## src/design/rcpa_pkg.sv

```systemverilog
// Shared types and constants for the reference-counted page allocator.
// No dependencies; imported by rcpa_csr, the allocator core and the testbench.
`default_nettype none

package rcpa_pkg;

   localparam int NUM_PAGES  = 65536;
   localparam int PAGE_BITS  = $clog2(NUM_PAGES);
   localparam int DEPTH_BITS = PAGE_BITS + 1;
   localparam int COUNT_BITS = 16;

   localparam logic [COUNT_BITS-1:0] COUNT_MAX  = '1;
   localparam logic [DEPTH_BITS-1:0] STACK_FULL = DEPTH_BITS'(NUM_PAGES);
   localparam logic [PAGE_BITS-1:0]  LAST_PAGE  = PAGE_BITS'(NUM_PAGES - 1);

   localparam int CSR_ADDR_BITS = 3;
   localparam int CSR_DATA_BITS = 32;

   typedef enum logic {
      REG_FIRST_PAGE      = 1'b0,
      REG_REFCOUNT_ENABLE = 1'b1
   } reg_index_type;

   typedef enum logic [1:0] {
      CMD_ALLOC = 2'd0,
      CMD_FREE  = 2'd1,
      CMD_INCR  = 2'd2,
      CMD_READ  = 2'd3
   } cmd_type;

   typedef enum logic [2:0] {
      ST_OK        = 3'd0,
      ST_NO_PAGE   = 3'd1,
      ST_RANGE     = 3'd2,
      ST_ZERO      = 3'd3,
      ST_SATURATED = 3'd4
   } status_type;

   typedef struct packed {
      logic [PAGE_BITS-1:0] first_page;
      logic                 refcount_enable;
   } cfg_type;

endpackage

`default_nettype wire

```

## src/design/rcpa_csr.sv

```systemverilog
// APB configuration registers of the page allocator: first_page and refcount_enable.
// Depends on rcpa_pkg for the register indexes and the configuration struct.
`default_nettype none

module rcpa_csr (
   input  wire logic                                 clock,
   input  wire logic                                 reset,
   input  wire logic                                 csr_psel,
   input  wire logic                                 csr_penable,
   input  wire logic                                 csr_pwrite,
   input  wire logic [rcpa_pkg::CSR_ADDR_BITS-1:0]   csr_paddr,
   input  wire logic [rcpa_pkg::CSR_DATA_BITS-1:0]   csr_pwdata,
   output logic      [rcpa_pkg::CSR_DATA_BITS-1:0]   csr_prdata,
   output logic                                      csr_pready,
   output rcpa_pkg::cfg_type                         cfg
);

   import rcpa_pkg::*;

   logic [PAGE_BITS-1:0] first_page_ff;
   logic                 enable_ff;
   logic                 write_en;
   reg_index_type        reg_index;

   // registers sit at byte offsets 0 and 4; bit 2 selects
   assign reg_index  = reg_index_type'(csr_paddr[2]);
   assign csr_pready = 1'b1;
   assign write_en   = csr_psel & csr_penable & csr_pwrite & csr_pready;

   always_ff @(posedge clock) begin
      if (reset) begin
         first_page_ff <= '0;
         enable_ff     <= 1'b0;
      end else if (write_en) begin
         unique case (reg_index)
            REG_FIRST_PAGE:      first_page_ff <= csr_pwdata[PAGE_BITS-1:0];
            REG_REFCOUNT_ENABLE: enable_ff     <= csr_pwdata[0];
            default: ;
         endcase
      end
   end

   always_comb begin
      unique case (reg_index)
         REG_FIRST_PAGE:      csr_prdata = CSR_DATA_BITS'(first_page_ff);
         REG_REFCOUNT_ENABLE: csr_prdata = CSR_DATA_BITS'(enable_ff);
         default:             csr_prdata = '0;
      endcase
   end

   assign cfg.first_page      = first_page_ff;
   assign cfg.refcount_enable = enable_ff;

endmodule

`default_nettype wire

```

## config.mk

```make
export PLATFORM = sky130hd
export DESIGN_NAME = rcpa_csr
export DESIGN_NICKNAME = d
export VERILOG_FILES = /design/src/design/rcpa_pkg.sv /design/src/design/rcpa_csr.sv
export SDC_FILE = /design/constraint.sdc
export NUM_CORES = 1
export LEC_CHECK = 0
export ABC_AREA = 1
export BUFFER_PORTS_ARGS = -buffer_cell sky130_fd_sc_hd__buf_4
export CAP_MARGIN = 5
export CELL_PAD_IN_SITES_DETAIL_PLACEMENT = 1
export CELL_PAD_IN_SITES_GLOBAL_PLACEMENT = 1
export CORE_ASPECT_RATIO = 0.5
export CORE_UTILIZATION = 25
export DETAILED_ROUTE_END_ITERATION = 7
export MAX_ROUTING_LAYER = met4
export PLACE_DENSITY_LB_ADDON = 0.1
export REMOVE_ABC_BUFFERS = 1
export SYNTH_ARGS = -nofsm -noshare
export SYNTH_HDL_FRONTEND = slang
export SYNTH_SLANG_ARGS = --single-unit
export TNS_END_PERCENT = 30
```

## constraint.sdc

```tcl
create_clock -name clock -period 0.8 [get_ports clock]
set_input_delay 0.04 -clock clock [delete_from_list [all_inputs] [get_ports clock]]
set_output_delay 0.04 -clock clock [all_outputs]
set_load 0.1 [all_outputs]
```

==> results of run 1 <==
cells in the final DEF, fill, tap and decap left out, drive strengths merged:
cell    count
a21oi       1
buf        72
nand3      18
nand2      21
clkinv      1
conb       17
clkbuf      4
dfxtp      17
inv        33
nor2       50
layer usage:
metal	wire length, µm	up-vias	track usage
met5	0	-	-
met4	39	0	0.0448
met3	174	5	0.0355
met2	1780	41	0.251
met1	1310	533	0.155
li1	-	581	-
cell type report:
cell class,instances,share of cell area
clock buffers,4,0.0205
inverters,34,0.0616
multi-input cells,107,0.286
flip-flops and latches,17,0.169
repair buffers,72,0.432
well taps,54,0.0308
worst paths after layout:
kind	from	endpoint	depth (start not counted)
setup / recovery	first_page_ff[3]	csr_prdata[3]	3
hold / removal	csr_pwdata[14]	first_page_ff[14]	5
setup reg to reg	first_page_ff[6]	first_page_ff[6]	3
hold reg to reg	first_page_ff[11]	first_page_ff[11]	2
critical path, cell delays in order, from the launching register on:
cell	delay, ps
dfxtp_2	360
inv_2	50
nor2_4	120
buf_12	180
flip-flops by register name (all words and copies together), names as in the netlist:
register / flops
first_page_ff: 16
enable_ff: 1
through the flow:
step           TNS, ps  cell area, µm²  std cells
6_report         -4750            2190        288
3_3_place_gp      -922            1580        276
2_1_floorplan   -34820             985        158
5_1_grt          -5860            2190        288
3_5_place_dp     -1590            1580        276
4_1_cts          -5190            1880        280
cells by family after synthesis:
| kind of cell | count (synthesis) |
|---|---|
| AOI/OAI and AO/OA | 1 |
| and+or+nand+nor | 89 |
| DFF | 17 |
| buffers and inverters | 58 |
| other | 2 |
timing repair:
action / in CTS / in global routing
endpoints found under the setup margin: 33 / 33
pin swaps: 5 / 12
resized for setup: 80 / 73
buffers inserted: 0 / 8
where the power goes:
part | switching [mW] | total [mW] | internal (mW)
registers | 0.0318 | 0.904 | 0.873
clock network | 0.300 | 0.653 | 0.354
logic | 0.936 | 1.29 | 0.357
total | 1.27 | 2.85 | 1.58
==> key figures, run 1 <==
Timing
  • RSZ-0062 raised after global routing: true
  • Final min period: 1010 ps
  • Max Clock Skew: 0 ps
  • Setup violations, final: 33
  • Post-route setup slack: -215 ps
  • Post-route clock period utilization: 1.27
  • Final hold vios: 0
  • Hold Slack: just under 100 ps
  • FMAX: 985 MHz
  • Fin. max-slew vios: 0

Clock network
  • Clock net sink count: 17
  • H-Tree Depth: 1
  • CTS tree: done
  • Clk slew on worst S/H paths: 70 ps
  • Clk_lat worst skew: approximately 250 ps
  • CTS buffer count: 3
  • Root Buffer: clkbuf_8
  • Hold buffers post-CTS: 0
  • Maximum clock insertion buffer count: 2

Power and ir drop
  • Peak supply drop: 566 µV
  • Power per cell area: 1300 nW/µm²
  • Leakage power: ~0.97 nW
  • Overall power: about 2.9 mW

Synthesis
  • Mux contribution to synthesized area: 0
  • Post-synth top area share: 0.301
  • Compound-gate portion of the synthesized area: 0.00775
  • Ranking of synthesized cells by area: dfxtp_1 (30%), nor2_1 (13%), buf_4 (13%)
  • Simple-gate share of the synthesized area: 0.389
  • Most common cell in the netlist: nor2_1
  • Netlist cell types: 16
  • XOR/XNOR share of the synthesized area: 0
  • Commonest cells post-synth: nor2_1 (39), inv_1 (32), nand2_1 (21)
  • Cell Area, Synth: 1130 µm²
  • FFs w/ async S/R, synth: 0
  • Ys Warns: 0
  • Combinational family with the most area after synthesis: simple AND/OR/NAND/NOR gates
  • Ys flop type: dfxtp_1
  • Register area share after synthesis: 0.301
  • Area leader, netlist: dfxtp_1
  • Cell count after synthesis: 167
  • Number of flops mapped to enable cells by yosys: 0
  • Syn avg cell area: roughly 6.8 µm²
  • Fraction of the mapped netlist area in adder cells: 0
  • Yosys reg bits: 17

Global route
  • Total track usage: 0.140
  • Initial antenna violation count: 0
  • First-pass GRT wire length: 5130 µm
  • Vias in the first global route: 1129
  • Maximum number of pins on one net before global-route repair: 19
  • Grt total ovfl: 0

Placed design
  • Routability cong.: 0.699
  • Port Buf Inserts: between 50 and 60
  • DP HPWL: about 2200 µm
  • Pre-CTS WS: -109 ps

Detailed routing
  • DR iter-0 viols: 10
  • DRC Markers: 0
  • Routed len/inst: roughly 11 µm
  • Antenna Nets Post-Route: 0
  • TritonRoute pass-1 iters: 3
  • Routed wire length: 3300 µm
  • Routed vias: roughly 1200
  • Vias per inst: about 4.0

Worst hold path
  • Type of the tightest min-delay check: in -> reg

Die
  • Core area: 4100 µm²
  • Die area: 4810 µm²
  • Starting Density: 0.275
  • Overall die height: 49.5 µm
  • I/O pin cnt: 90
  • FP Rows: 16
  • Die X: 97.1 µm

Critical path
  • Crit path DAT: 970 ps
  • CP max FO: 3
  • Startpoint types: register
  • Crit Path Class: reg -> out
  • Crit end category: output port
  • Critical Path RT: 760 ps
  • R2R Setup Slk: roughly 50 ps

Final layout
  • Nets: approximately 280
  • Fin util: 0.535
  • Antenna fix cells: 0
  • Area delta synth->final: 94.2%
  • Layout cells sized above 1: 0.620
  • Multi-input logic area: about 630 µm²
  • Fillers: approximately 480
  • Register area: 372 µm²

Status
  • Failing checks: negative setup slack
  • Status: finished, violations left

Run
  • Max cap viols: 0
Note: power is estimated with default switching activity, not from simulation.
==> inputs of run 2 (changes only) <==
--- a/config.mk
+++ b/config.mk
@@ -19,4 +19,3 @@
 export SYNTH_ARGS = -nofsm -noshare
 export SYNTH_HDL_FRONTEND = slang
 export SYNTH_SLANG_ARGS = --single-unit
-export TNS_END_PERCENT = 30
==> run 2 against run 1 <==
The run still ends with negative setup slack left. Sequential power down 0.9%. Utilization up 4.1 points. Critical path depth unchanged. First-iteration DRC count down 30%. Non-clock buffer count up 5. Total power up 2.0%. Via count up 4.6%. Wire length up 4.0%. Global-route usage up 0.59 points. Critical path type unchanged. Critical endpoint unchanged.
==> key figures, run 2 (synthesized netlist as in run 1, its figures left out) <==
Clock network
  • Clock net sink count: 17 (unchanged)
  • H-Tree Depth: 1 (unchanged)
  • Maximum clock insertion buffer count: 2 (unchanged)
  • Root Buffer: clkbuf_8 (unchanged)
  • CTS tree: done (unchanged)
  • CTS buffer count: 3 (unchanged)
  • Clk_lat worst skew: 250 ps (about the same)
  • Clk slew on worst S/H paths: 70 ps (about the same)

Die
  • Starting Density: 0.275 (unchanged)
  • Die area: 4810 µm² (unchanged)
  • Overall die height: 49.5 µm (unchanged)
  • I/O pin cnt: 90 (unchanged)
  • FP Rows: 16 (unchanged)
  • Die X: 97.1 µm (unchanged)
  • Core area: 4100 µm² (unchanged)

Timing
  • Max Clock Skew: 0 ps (unchanged)
  • Setup violations, final: 33 (unchanged)
  • RSZ-0062 raised after global routing: true (unchanged)
  • Final hold vios: 0 (unchanged)
  • Fin. max-slew vios: 0 (unchanged)
  • Final min period: 1010 ps (about the same)
  • FMAX: 992 MHz (was 985 MHz)
  • Post-route setup slack: -208 ps (was -215 ps)
  • Sum Neg Setup Slack: -4750 ps (about the same)
  • Post-route clock period utilization: 1.26 (was 1.27)

Global route
  • Total track usage: 0.146 (was 0.140)
  • First-pass GRT wire length: 5380 µm (was 5130 µm)
  • Maximum number of pins on one net before global-route repair: 19 (unchanged)
  • Global-route met3 utilization: 0.0355 (unchanged)
  • Met2 Use GR: 0.272 (was 0.251)
  • Initial antenna violation count: 0 (unchanged)
  • Grt peak-use layer: met2 (unchanged)
  • Grt total ovfl: 0 (unchanged)
  • GR met1 Demand/Resource: 0.155 (about the same)
  • Vias in the first global route: 1182 (was 1129)

Detailed routing
  • Routed wire length: 3440 µm (was 3300 µm)
  • DR iter-0 viols: 7 (was 10)
  • Routed len/inst: 11.7 µm (was 11.5 µm)
  • Routed vias: 1213 (was 1160)
  • Antenna Nets Post-Route: 0 (unchanged)
  • Vias per inst: 4.14 (was 4.03)
  • TritonRoute pass-1 iters: 4 (was 3)
  • DRC Markers: 0 (unchanged)

Worst hold path
  • HP Start: csr_pwdata[4] (was csr_pwdata[14])
  • Hold path depth: 5 (unchanged)
  • Type of the tightest min-delay check: in -> reg (unchanged)
  • Hold Path Sink: first_page_ff[4] (was first_page_ff[14])

Critical path
  • Worst r2r src: first_page_ff[7] (was first_page_ff[6])
  • Startpoint types: register (unchanged)
  • Crit path DAT: 970 ps (about the same)
  • CP max FO: 3 (unchanged)
  • Crit end category: output port (unchanged)
  • Crit Path Class: reg -> out (unchanged)
  • Reg2reg path depth: 4 (was 3)
  • R2R Setup Slk: 20 ps (was 50 ps)
  • Worst r2r dst: first_page_ff[7] (was first_page_ff[6])
  • Critical Path RT: 760 ps (about the same)

Final layout
  • Nets: 280 (was 275)
  • Antenna fix cells: 0 (unchanged)
  • Commonest non-fill, non-tap cell in the layout: buf_12 (was buf_4)
  • Most frequent cells in the layout: buf_12 (36), buf_4 (26), nor2_1 (23) (was buf_4 (38), buf_12 (32), nor2_1 (24))
  • Fillers: 477 (was 484)
  • Biggest regs: first_page_ff: 16 flops, enable_ff: 1 flops (unchanged)
  • Layout cells sized above 1: 0.640 (was 0.620)
  • Max reg flops: 16 (unchanged)
  • Most flops, register: first_page_ff (unchanged)
  • Area delta synth->final: 109% (was 94.2%)

Placed design
  • Pre-CTS WS: -109 ps (unchanged)
  • DP HPWL: 2210 µm (unchanged)
  • Port Buf Inserts: 54 (unchanged)
  • Routability cong.: 0.699 (unchanged)

Run
  • Max cap viols: 0 (unchanged)

Status
  • Failing checks: negative setup slack (unchanged)
  • Status: finished, violations left (unchanged)

Power and ir drop
  • Leakage power: 1.02 nW (was 0.969 nW)
  • Power per cell area: 1230 nW/µm² (was 1300 nW/µm²)
  • Peak supply drop: 567 µV (was 566 µV)
## run 2: cell types whose count changed in the layout (fill, tap and decap cells not counted)
| cell | change |
|---|---|
| buf_12 | +4 |
| inv_4 | +2 |
| inv_1 | -2 |
| dfxtp_4 | +5 |
| nor2_4 | +2 |
| nor2_2 | -1 |
| dfxtp_2 | -5 |
| buf_4 | -12 |
| nor2_1 | -1 |
| buf_6 | +13 |
## run 2: repair_timing
item / 4_1_cts / 5_1_grt
buffers inserted: 5 / 8
pin swaps: 7 / 14
gates resized for setup: 112 / 78
setup endpoints to repair: 33 / 34
hold buffers: 0 / 0
## run 2: cell type report
| type | instances | area [µm²] | area share |
|---|---|---|---|
| Multi-Input combinational cell | 107 | 639 | 0.271 |
| Timing Repair Buffer | 77 | 1080 | 0.459 |
| Sequential cell | 17 | 384 | 0.163 |
| Tap cell | 54 | 67.6 | 0.0286 |
| Clock buffer | 4 | 45.0 | 0.0191 |
| Inverter | 34 | 140 | 0.0594 |
## run 2: worst max-delay path, stage by stage (launching register included)
cell     delay (ps)
dfxtp_4         370
inv_2            50
nor2_4          110
buf_12          180
## run 2: how the worst max path moves through the flow
stage | cells past startpoint | slack, ps | to | start
2_1_floorplan | 2 | -1550 | csr_prdata[10] | first_page_ff[10]
3_3_place_gp | 4 | -70 | first_page_ff[4] | csr_paddr[2]
3_5_place_dp | 4 | -110 | first_page_ff[1] | csr_paddr[2]
4_1_cts | 3 | -240 | csr_prdata[10] | first_page_ff[10]
5_1_grt | 3 | -250 | csr_prdata[10] | first_page_ff[10]
6_report | 3 | -210 | csr_prdata[3] | first_page_ff[3]
## run 2: per-stage QoR
stage	hold WS [ps]	cells	power [mW]	util	instance area, µm²
after floorplan	186	158	1.75	-	985
after global placement	350	276	2.02	0.386	1580
after detailed placement	362	276	2.03	0.386	1580
after CTS	96.0	285	2.81	0.495	2030
after global routing	129	293	3.02	0.575	2360
final	92.5	293	2.91	0.575	2360
## run 2: per-layer routing
| metal | routed length, µm | part of all wire | vias up |
|---|---|---|---|
| met5 | 0 | 0 | - |
| met4 | 39 | 0.011 | 0 |
| met3 | 168 | 0.049 | 5 |
| met2 | 1870 | 0.54 | 41 |
| met1 | 1350 | 0.39 | 574 |
| li1 | - | - | 593 |
## run 2: power by group
part | total [mW] | leakage (nW) | switching [mW] | internal, mW
Clock | 0.661 | 0.0228 | 0.307 | 0.354
Combinational | 1.35 | 0.853 | 0.950 | 0.400
Sequential | 0.896 | 0.149 | 0.0360 | 0.860
==> inputs of run 3 (changes only) <==
--- a/config.mk
+++ b/config.mk
@@ -12,6 +12,7 @@
 export CELL_PAD_IN_SITES_GLOBAL_PLACEMENT = 1
 export CORE_ASPECT_RATIO = 0.5
 export CORE_UTILIZATION = 25
+export CTS_CLUSTER_DIAMETER = 50
 export DETAILED_ROUTE_END_ITERATION = 7
 export MAX_ROUTING_LAYER = met4
 export PLACE_DENSITY_LB_ADDON = 0.1
==> constraint.sdc (replaced) <==
create_clock -name clock -period 1 [get_ports clock]
set_input_delay 0.05 -clock clock [delete_from_list [all_inputs] [get_ports clock]]
set_output_delay 0.05 -clock clock [all_outputs]
set_load 0.1 [all_outputs]
==> run 3 against run 2 <==
Critical endpoint is now csr_prdata[10]. Die area stayed put. Worst hold slack better by 13 ps. The flow still finishes with violations (negative setup slack). Critical path type unchanged. Wire length is 18% lower.
==> key figures, run 3 (synthesized netlist as in run 1, its figures left out) <==
Detailed routing
  • Routed len/inst: 10.2 µm (was 11.7 µm)
  • WL met3: 166 µm (was 168 µm)
  • Antenna Nets Post-Route: 0 (unchanged)
  • Routed vias: 1078 (was 1213)
  • DR top layer: met4 (unchanged)
  • DRC Markers: 0 (unchanged)
  • Vias per inst: 3.93 (was 4.14)
  • Routed wire length: 2800 µm (was 3440 µm)
  • TritonRoute pass-1 iters: 4 (unchanged)
  • Wl on met1: 1210 µm (was 1350 µm)
  • DR iter-0 viols: 22 (was 7)
  • Metal2 WL: 1410 µm (was 1870 µm)

Final layout
  • Biggest regs: first_page_ff: 16 flops, enable_ff: 1 flops (unchanged)
  • Most flops, register: first_page_ff (unchanged)
  • Max reg flops: 16 (unchanged)
  • Area delta synth->final: 62.9% (was 109%)
  • Most frequent cells in the layout: buf_4 (40), nor2_1 (24), nand2_1 (20) (was buf_12 (36), buf_4 (26), nor2_1 (23))
  • Nets: 261 (was 280)
  • Antenna fix cells: 0 (unchanged)
  • Fillers: 538 (was 477)
  • Count of non-filler cells in the finished layout: 274 (was 293)
  • Layout cells sized above 1: 0.591 (was 0.640)
  • Commonest non-fill, non-tap cell in the layout: buf_4 (was buf_12)
  • Fin util: 0.448 (was 0.575)

Worst hold path
  • Hold path depth: 5 (unchanged)
  • Type of the tightest min-delay check: in -> reg (unchanged)

Global route
  • First-pass GRT wire length: 4620 µm (was 5380 µm)
  • Vias in the first global route: 978 (was 1182)
  • Total track usage: 0.127 (was 0.146)
  • Initial antenna violation count: 0 (unchanged)
  • Grt total ovfl: 0 (unchanged)
  • Maximum number of pins on one net before global-route repair: 21 (was 19)

Clock network
  • Root Buffer: clkbuf_8 (unchanged)
  • Clk slew on worst S/H paths: 70 ps (about the same)
  • Clk_lat worst skew: 250 ps (about the same)
  • CTS buffer count: 3 (unchanged)
  • CTS tree: done (unchanged)
  • H-Tree Depth: 1 (unchanged)
  • Clock net sink count: 17 (unchanged)
  • Maximum clock insertion buffer count: 2 (unchanged)

Power and ir drop
  • Peak supply drop: 385 µV (was 567 µV)
  • Leakage power: 0.848 nW (was 1.02 nW)
  • Overall power: 2.16 mW (was 2.91 mW)
  • Power per cell area: 1170 nW/µm² (was 1230 nW/µm²)

Timing
  • Final hold vios: 0 (unchanged)
  • FMAX: 995 MHz
  • Setup violations, final: 3 (was 33)
  • Hold Slack: 106 ps (was 92.5 ps)
  • RSZ-0062 raised after global routing: true (unchanged)
  • Max Clock Skew: 0 ps (unchanged)
  • Post-route clock period utilization: 1.00
  • Final min period: 1000 ps
  • Post-route setup slack: -4.74 ps (was -208 ps)
  • Fin. max-slew vios: 0 (unchanged)

Die
  • Starting Density: 0.275 (unchanged)
  • Core area: 4100 µm² (unchanged)
  • Die X: 97.1 µm (unchanged)
  • Overall die height: 49.5 µm (unchanged)
  • FP Rows: 16 (unchanged)
  • I/O pin cnt: 90 (unchanged)
  • Die area: 4810 µm² (unchanged)

Critical path
  • CP max FO: 3 (unchanged)
  • Reg2reg path depth: 3 (was 4)
  • Crit Path Class: reg -> out (unchanged)
  • Crit end category: output port (unchanged)
  • Startpoint types: register (unchanged)
  • Crit path DAT: 950 ps (was 970 ps)
  • Critical Path RT: 950 ps (was 760 ps)

Placed design
  • Routability cong.: 0.650 (was 0.699)
  • DP HPWL: 2020 µm (was 2210 µm)
  • Port Buf Inserts: 54 (unchanged)
  • Placed insts: 269 (was 276)
  • Pre-CTS WS: 44.4 ps (was -109 ps)

Status
  • Status: finished, violations left (unchanged)
  • Failing checks: negative setup slack (unchanged)

Run
  • Max cap viols: 0 (unchanged)
[run 3: final timing paths]
check	start	endpoint	slack, ps
min reg2reg	first_page_ff[9]	first_page_ff[9]	490
min	csr_pwdata[4]	first_page_ff[4]	110
max reg2reg	enable_ff	enable_ff	310
max	first_page_ff[10]	csr_prdata[10]	-5
[run 3: cell type report]
type                       count  area, µm²  area share
clock buffer                   3       41.3      0.0224
clock inverter                 1       5.00     0.00272
inverter                      34        133      0.0721
multi-input combinational    107        582       0.316
sequential                    17        362       0.196
tap                           54       67.6      0.0367
timing repair buffer          58        651       0.354
[run 3: power breakdown]
part           internal [mW]  switching (mW)
Combinational          0.199           0.718
Sequential             0.706          0.0198
Clock                  0.276           0.237
Total                   1.18           0.974
[run 3: repair_timing]
action / in CTS / in global routing
buffers inserted: 0 / 1
gates resized for setup: 50 / 48
hold buffers: 0 / 0
endpoints found under the setup margin: 16 / 16
pin swaps: 2 / 4
[run 3: critical path: stages (launching register included)]
cell     delay [ps]
dfxtp_2         340
inv_2            40
nor2_2          140
buf_12          190
[run 3: stage by stage]
| stage | cell area [µm²] | setup TNS, ps |
|---|---|---|
| after floorplan | 985 | -25310 |
| after global placement | 1510 | 0 |
| after detailed placement | 1510 | 0 |
| after CTS | 1680 | -532 |
| after global routing | 1840 | -674 |
| final | 1840 | -8.71 |
[run 3: metal layers]
| metal | vias up | track usage |
|---|---|---|
| met5 | - | - |
| met4 | 0 | 0.0299 |
| met2 | 41 | 0.217 |
| li1 | 550 | - |
| met3 | 2 | 0.0355 |
| met1 | 485 | 0.149 |
